--- src/hdl/sls_pkg.sv ---
// ----------------------------------------------------------------------------
// sls_pkg: shared types and constants for the scrolling LED matrix scanner
// Field widths, register indexes, item kinds and the payload structs that
// travel on the input and result channels.
// ----------------------------------------------------------------------------
package sls_pkg;

	// Default sizes handed to the top-level parameters.
	localparam int unsigned STORE_DEPTH_DEFAULT  = 512;
	localparam int unsigned CHAR_COLUMNS_DEFAULT = 16;

	// Fixed field widths.
	localparam int unsigned ADDRESS_W = 9;
	localparam int unsigned BYTE_W    = 8;
	localparam int unsigned COLUMN_W  = 4;
	localparam int unsigned OFFSET_W  = 9;
	localparam int unsigned SUM_W     = OFFSET_W + 1;
	localparam int unsigned DIVIDER_W = 8;
	localparam int unsigned CHARS_W   = 6;
	localparam int unsigned PERIOD_W  = 8;

	// Configuration port.
	localparam int unsigned CFG_INDEX_W = 1;
	localparam int unsigned CFG_DATA_W  = 8;

	localparam logic [CFG_INDEX_W-1:0] REG_CHAR_COUNT    = 1'd0;
	localparam logic [CFG_INDEX_W-1:0] REG_SCROLL_PERIOD = 1'd1;

	localparam logic [CHARS_W-1:0]  CHAR_COUNT_RESET    = 6'd0;
	localparam logic [PERIOD_W-1:0] SCROLL_PERIOD_RESET = 8'd250;
	localparam logic [COLUMN_W-1:0] COLUMN_RESET        = 4'd15;

	// Item kinds.
	localparam logic KIND_TICK  = 1'b0;
	localparam logic KIND_WRITE = 1'b1;

	typedef struct packed {
		logic                 kind;
		logic [ADDRESS_W-1:0] address;
		logic [BYTE_W-1:0]    upper_byte;
		logic [BYTE_W-1:0]    lower_byte;
	} in_item_t;

	typedef struct packed {
		logic [COLUMN_W-1:0] column;
		logic                right_half;
		logic [BYTE_W-1:0]   upper_rows;
		logic [BYTE_W-1:0]   lower_rows;
	} out_item_t;

	// Scan position for the tick now being accepted.
	typedef struct packed {
		logic [COLUMN_W-1:0] column;
		logic                right_half;
		logic [SUM_W-1:0]    store_addr;
	} tick_info_t;

endpackage

--- src/hdl/sls_ctrl.sv ---
// ----------------------------------------------------------------------------
// sls_ctrl: configuration registers and scan counters
// Holds char_count and scroll_period, the tick divider, the scroll offset
// and the scan column, and gives the scan position of the accepted tick.
// ----------------------------------------------------------------------------
module sls_ctrl #(
	parameter int unsigned STORE_DEPTH  = sls_pkg::STORE_DEPTH_DEFAULT,
	parameter int unsigned CHAR_COLUMNS = sls_pkg::CHAR_COLUMNS_DEFAULT
) (
	input  logic                             clk,
	input  logic                             arst_n,
	input  logic                             cfg_we,
	input  logic [sls_pkg::CFG_INDEX_W-1:0]  cfg_index,
	input  logic [sls_pkg::CFG_DATA_W-1:0]   cfg_data,
	input  logic                             tick_en,
	output sls_pkg::tick_info_t              tick_info
);

	localparam int unsigned LIMIT_W = sls_pkg::CHARS_W + $clog2(CHAR_COLUMNS + 1);

	logic [sls_pkg::CHARS_W-1:0]   char_count_q;
	logic [sls_pkg::PERIOD_W-1:0]  scroll_period_q;
	logic [sls_pkg::DIVIDER_W-1:0] divider_q;
	logic [sls_pkg::OFFSET_W-1:0]  offset_q;
	logic [sls_pkg::COLUMN_W-1:0]  column_q;

	logic [sls_pkg::DIVIDER_W-1:0] divider_inc;
	logic [sls_pkg::DIVIDER_W-1:0] divider_d;
	logic [sls_pkg::OFFSET_W-1:0]  offset_d;
	logic [sls_pkg::COLUMN_W-1:0]  column_d;
	logic [sls_pkg::SUM_W-1:0]     offset_inc;
	logic [LIMIT_W-1:0]            limit;
	logic                          wrap;

	// Configuration writes.
	always_ff @(posedge clk or negedge arst_n) begin
		if (!arst_n) begin
			char_count_q    <= sls_pkg::CHAR_COUNT_RESET;
			scroll_period_q <= sls_pkg::SCROLL_PERIOD_RESET;
		end else if (cfg_we) begin
			unique case (cfg_index)
				sls_pkg::REG_CHAR_COUNT:    char_count_q <= cfg_data[sls_pkg::CHARS_W-1:0];
				sls_pkg::REG_SCROLL_PERIOD: scroll_period_q <= cfg_data;
				default: ;
			endcase
		end
	end

	// Next divider, offset and column for a tick.
	always_comb begin
		divider_inc = divider_q + 1'b1;
		limit       = LIMIT_W'(char_count_q) * LIMIT_W'(CHAR_COLUMNS);
		offset_inc  = {1'b0, offset_q} + 1'b1;
		// The offset returns to zero at the message end or the store end.
		wrap        = (32'(offset_inc) >= 32'(limit)) || (32'(offset_inc) >= STORE_DEPTH);
		divider_d   = divider_inc;
		offset_d    = offset_q;
		if (divider_inc > scroll_period_q) begin
			divider_d = '0;
			offset_d  = wrap ? '0 : offset_inc[sls_pkg::OFFSET_W-1:0];
		end
		column_d = column_q + 1'b1;

		tick_info.column     = column_d;
		tick_info.right_half = column_d[sls_pkg::COLUMN_W-1];
		tick_info.store_addr = sls_pkg::SUM_W'(column_d) + {1'b0, offset_d};
	end

	// Scan state advances on each accepted tick.
	always_ff @(posedge clk or negedge arst_n) begin
		if (!arst_n) begin
			divider_q <= '0;
			offset_q  <= '0;
			column_q  <= sls_pkg::COLUMN_RESET;
		end else if (tick_en) begin
			divider_q <= divider_d;
			offset_q  <= offset_d;
			column_q  <= column_d;
		end
	end

endmodule
--- config.mk ---
export PLATFORM = sky130hd
export DESIGN_NAME = sls_ctrl
export DESIGN_NICKNAME = d
export VERILOG_FILES = /design/src/hdl/sls_pkg.sv /design/src/hdl/sls_ctrl.sv
export SDC_FILE = /design/constraint.sdc
export NUM_CORES = 1
export LEC_CHECK = 0
export BUFFER_PORTS_ARGS = -buffer_cell sky130_fd_sc_hd__buf_2
export CAP_MARGIN = 20
export CORE_UTILIZATION = 40
export DETAILED_ROUTE_END_ITERATION = 6
export HOLD_SLACK_MARGIN = 0.05
export SLEW_MARGIN = 15
export SYNTH_ARGS = -nofsm -noshare
export SYNTH_HDL_FRONTEND = slang
export SYNTH_SLANG_ARGS = --single-unit
--- constraint.sdc ---
create_clock -name clk -period 9.3 [get_ports clk]
set_input_delay 0.465 -clock clk [delete_from_list [all_inputs] [get_ports clk]]
set_output_delay 0.465 -clock clk [all_outputs]
set_load 0.05 [all_outputs]
### Word level (Yosys, flattened, before mapping)

Index checks and enable logic that the tools add are counted.

| word-level totals | value |
|---|---|
| register bits after elaboration | 35 |
| bits in latches | 0 |
| RAM bits | 0 |
| ROM bits | 0 |
| bits of input ports | 13 |
| logic and storage cells | 19 |
| memories kept | 0 |

| cells by class | value |
|---|---|
| add/subtract/negate cells | 4 |
| multipliers | 0 |
| divide/modulo/power cells | 0 |
| magnitude comparators | 3 |
| equal/unequal tests | 0 |
| shifts and indexed selects | 0 |
| muxes and demuxes | 3 |
| bitwise operators | 1 |
| reductions and logical operators | 3 |

Operator list:

| operator | number |
|---|---|
| $mux 9 | 2 |
| $add 4x9->10 | 1 |
| $add 9x1->10 const B | 1 |
| $ge 10x10->1 | 1 |
| $ge 10x10->1 const B | 1 |
| $add 8x1->8 const B | 1 |
| $gt 8x8->1 | 1 |
| $mux 8 | 1 |
| $add 4x1->4 const B | 1 |
| $reduce_and 2->1 | 2 |
| $logic_or 1x1->1 | 1 |
| $not 1->1 | 1 |

### Longest topological paths before layout

| logic depth | value |
|---|---|
| depth in word-level cells | 6 |
| mapped depth | 20 |
| depth with buffers taken out | 19 |

### Worst setup path after synthesis

Ideal clock, no wire load.

| timing | value |
|---|---|
| path kind | flip-flop to output port |
| start point | register offset_q[0] in the netlist's numbering |
| end point | output tick_info[8] in the netlist's numbering |
| arrival time | 4552 ps |
| required time | 8835 ps |
| setup slack | 4283 ps |
| cell stages (with the launch flop) | 20 |
| path buffers | 1 |
| cells stage by stage | dfrtp_1 > ha_1 > and3_1 > nand3_1 > xnor2_1 > ha_1 > nand3_1 > a2111oi_1 > o311a_2 > buf_6 > or2_1 > o21ai_1 > ha_1 > inv_1 > fa_1 > inv_1 > a21oi_1 > o21bai_1 > o2111ai_1 > xor2_1 |

RTL lines:

| item | line | RTL |
|---|---|---|
| start: declaration | sls_ctrl.sv:24 | `logic [sls_pkg::OFFSET_W-1:0] offset_q;` |
| start signal: assignment | sls_ctrl.sv:77 | `offset_q <= offset_d;` |
| end: declaration | sls_ctrl.sv:16 | `output sls_pkg::tick_info_t tick_info` |

==> flow_summary.yaml <==
run_status:
  run_status: "complete, no violations"
die:
  io_pins: 28
  floorplan.initialDensity: 0.426
  fp.coreArea_sq_um: 6100
  die_width_um: 82.6
  full_die_area_sq_um: 6820
  die_height_um: 82.6
  fp-row-count: 28
synthesis:
  postSynth.topFlopCell: "sky130_fd_sc_hd__dfrtp_1"
  synthesis.yosys.warnings: 0
  postSynth.asyncResetShare: 1.00
  synth-edff-count: 0
  syn_area_sq_um: 2600
  synth.lib_cells_used.distinct: 56
  syn_avg_cell_area_sq_um: 9.62
  postSynthRegisterBits: 35
  synth_nets: 305
  number_of_instances_in_the_synthesized_netlist: 270
  ys_seq_area_frac: 0.342
clock_network:
  clock_latency_ns: 0.29
  post-cts-setup-buffers: 0
  depth_of_the_cts_h_tree: 2
  cts_tree: "yes"
  numCtsBuffers: 5
  holdBufCountCts: 0
  ctsRootBufferMaster: "sky130_fd_sc_hd__clkbuf_8"
  path_clk_slew_ns: 0.08
  cts-root-to-sink-buffers: 2
  cts-resized-gates: 0
  clock_sink_count: 35
route:
  remaining_drc_errors: 0
  vias_per_cell: 5.32
  drtIter0Drc: 126
  finalWirelength_um: 5430
  route.detailed.wl_per_inst_um: 14.7
  vias: 1968
  postRouteAntennaNets: 0
  dr.pass1.iters: 4
critical_path:
  crit_path_cell_chain: "ha_1 -> and3_1 -> nand3_1 -> xnor2_1 -> ha_1 -> nand3_1 -> a2111oi_1 -> o311a_2 -> or2_1 -> o21ai_1 -> ha_1 -> inv_1 -> fa_1 -> inv_1 -> a21oi_1 -> o21bai_1 -> o211ai_1 -> xor2_1 -> buf_2"
  crit_required_ns: 8.84
  cp_top_family: "adder cells"
  cpMostUsedCell: "sky130_fd_sc_hd__ha_1"
  critical_path_arrival_ns: 5.04
  critPathLaunch: "offset_q[0]"
  regToRegStartpoint: "offset_q[0]"
  critical_path_cell_count: 19
  critical_path_class: "reg -> out"
  reg2reg_depth: 11
  crit_path_start_kind: "register"
  cp_num_buf_inv: 3
  worst-path-max-fanout: 11
  critical-path-max-stage-delay_ns: 0.53
  critPathCaptureType: "output pin"
  critical-path-slowest-cell: "sky130_fd_sc_hd__o311a_2"
place:
  placement.io_buffers: 27
  post-dp-hpwl_um: 4080
  globalplace.congestion: 0.847
final_layout:
  multi_input_gate_area_sq_um: 1540
  layout-drive-gt1-share: 0.244
  antenna-diode-count: 0
  finish.net_count: 329
  area_growth_syn_to_layout_pct: 9.83
  most-common-layout-cells: "30 x sky130_fd_sc_hd__inv_1, 27 x sky130_fd_sc_hd__buf_2, 25 x sky130_fd_sc_hd__nand2_1, 25 x sky130_fd_sc_hd__dfrtp_1, 21 x sky130_fd_sc_hd__ha_1"
  layout.cells.most_common: "sky130_fd_sc_hd__inv_1"
  nFillCells: 613
  regArea_sq_um: 888
sta:
  worst_slew_pin_slew_ns: 0.837
  final.min_clock_period_ns: 5.51
  timing.max_slew.rel_slack: 0.442
  rsz_0062_raised_after_global_routing: "no"
  slew_violations: 0
  timing.setup.tns_ns: 0
  setup_viol: 0
  fmax_ghz: 0.182
  finalHoldViolCount: 0
  final.setup_skew_ns: 0.00723
  timing.final.crit_share: 0.592
global_routing:
  grt_use_total: 0.185
  pin_count_of_the_biggest_net_entering_global_routing: 36
  grt-ovfl-total: 0
  antenna_found_initial: 0
  grt_pass1_vias: 1946
  global_route_wire_length_before_repair_um: 9450
flow_run:
  max_cap_violations: 0
worst_hold_path:
  holdCritPathClass: "in -> async"
[cell type report]
cell class | count | share of cell area
Clock buffer | 6 | 0.0254
Clock inverter | 2 | 0.00439
Inverter | 30 | 0.0395
Multi-Input combinational cell | 195 | 0.539
Sequential cell | 35 | 0.312
Tap cell | 75 | 0.0329
Timing Repair Buffer | 27 | 0.0474
[cell usage after synthesis (all sizes together), types with 2 or more instances]
library cell,instances,area (sq um)
inv,30,113
dfrtp,25,626
nand2,25,93.8
o21ai,22,110
ha,21,263
xnor2,18,158
nand3,17,97.6
mux2,12,135
a21oi,10,50.1
dfstp,10,263
nor2,7,41.3
buf,6,43.8
nand4,6,52.6
xor2,6,52.6
a22o,4,35.0
a22oi,4,43.8
clkbuf,4,15.0
o31ai,4,40.0
a21o,3,23.8
and3,3,18.8
nor2b,3,18.8
o211ai,3,27.5
nand2b,2,12.5
nor3,2,10.0
nor3b,2,20.0
nor4,2,27.5
o21bai,2,15.0
o311ai,2,17.5
o32ai,2,43.8
or2,2,12.5
[worst paths after layout]
check | slack (ns) | end
min in group clk | 0.40 | char_count_q[3]
setup / recovery | 3.79 | tick_info[6]
hold reg to reg | 0.51 | column_q[3]
setup reg to reg | 5.89 | offset_q[4]
hold / removal | 0.27 | divider_q[4]
max in group asynchronous | 8.50 | offset_q[5]
[cells by family (layout without fill, tap and decap cells)]
logic type                 Yosys count  in the layout  synth area share
and+or+nand+nor                     75             75             0.168
AOI/OAI and AO/OA                   61             61             0.178
buffers and inverters               40             65            0.0660
DFF                                 35             35             0.342
xor gates and xnor gates            24             24            0.0810
adders and majority gates           22             22             0.109
muxes                               13             13            0.0559
[stage by stage]
stage / area (sq um) / utilization / hold WS [ns] / cells / setup slack, ns
2_1_floorplan: 2600 / - / 0.169 / 270 / 4.28
3_3_place_gp: 2770 / 0.454 / 0.491 / 362 / 4.31
3_5_place_dp: 2770 / 0.454 / 0.493 / 362 / 4.18
4_1_cts: 2850 / 0.468 / 0.300 / 370 / 3.85
5_1_grt: 2850 / 0.468 / 0.339 / 370 / 3.48
6_report: 2850 / 0.468 / 0.274 / 370 / 3.79
[state kept, by name (all words and copies together) (netlist names)]
| signal | flops |
|---|---|
| scroll_period_q | 8 |
| column_q | 4 |
| offset_q | 9 |
| char_count_q | 6 |
| divider_q | 8 |
[layer usage]
metal  vias to the layer above  part of all wire  global-route usage
met1                       921              0.53               0.271
met2                        39              0.43               0.279
met4                         0             0.010              0.0517
li1                       1004                 -                   -
met5                         -                 0                   0
met3                         4             0.036              0.0330
Power is not shown: default switching activity piles up to over one toggle a cycle in this logic, so the estimate is an artifact.
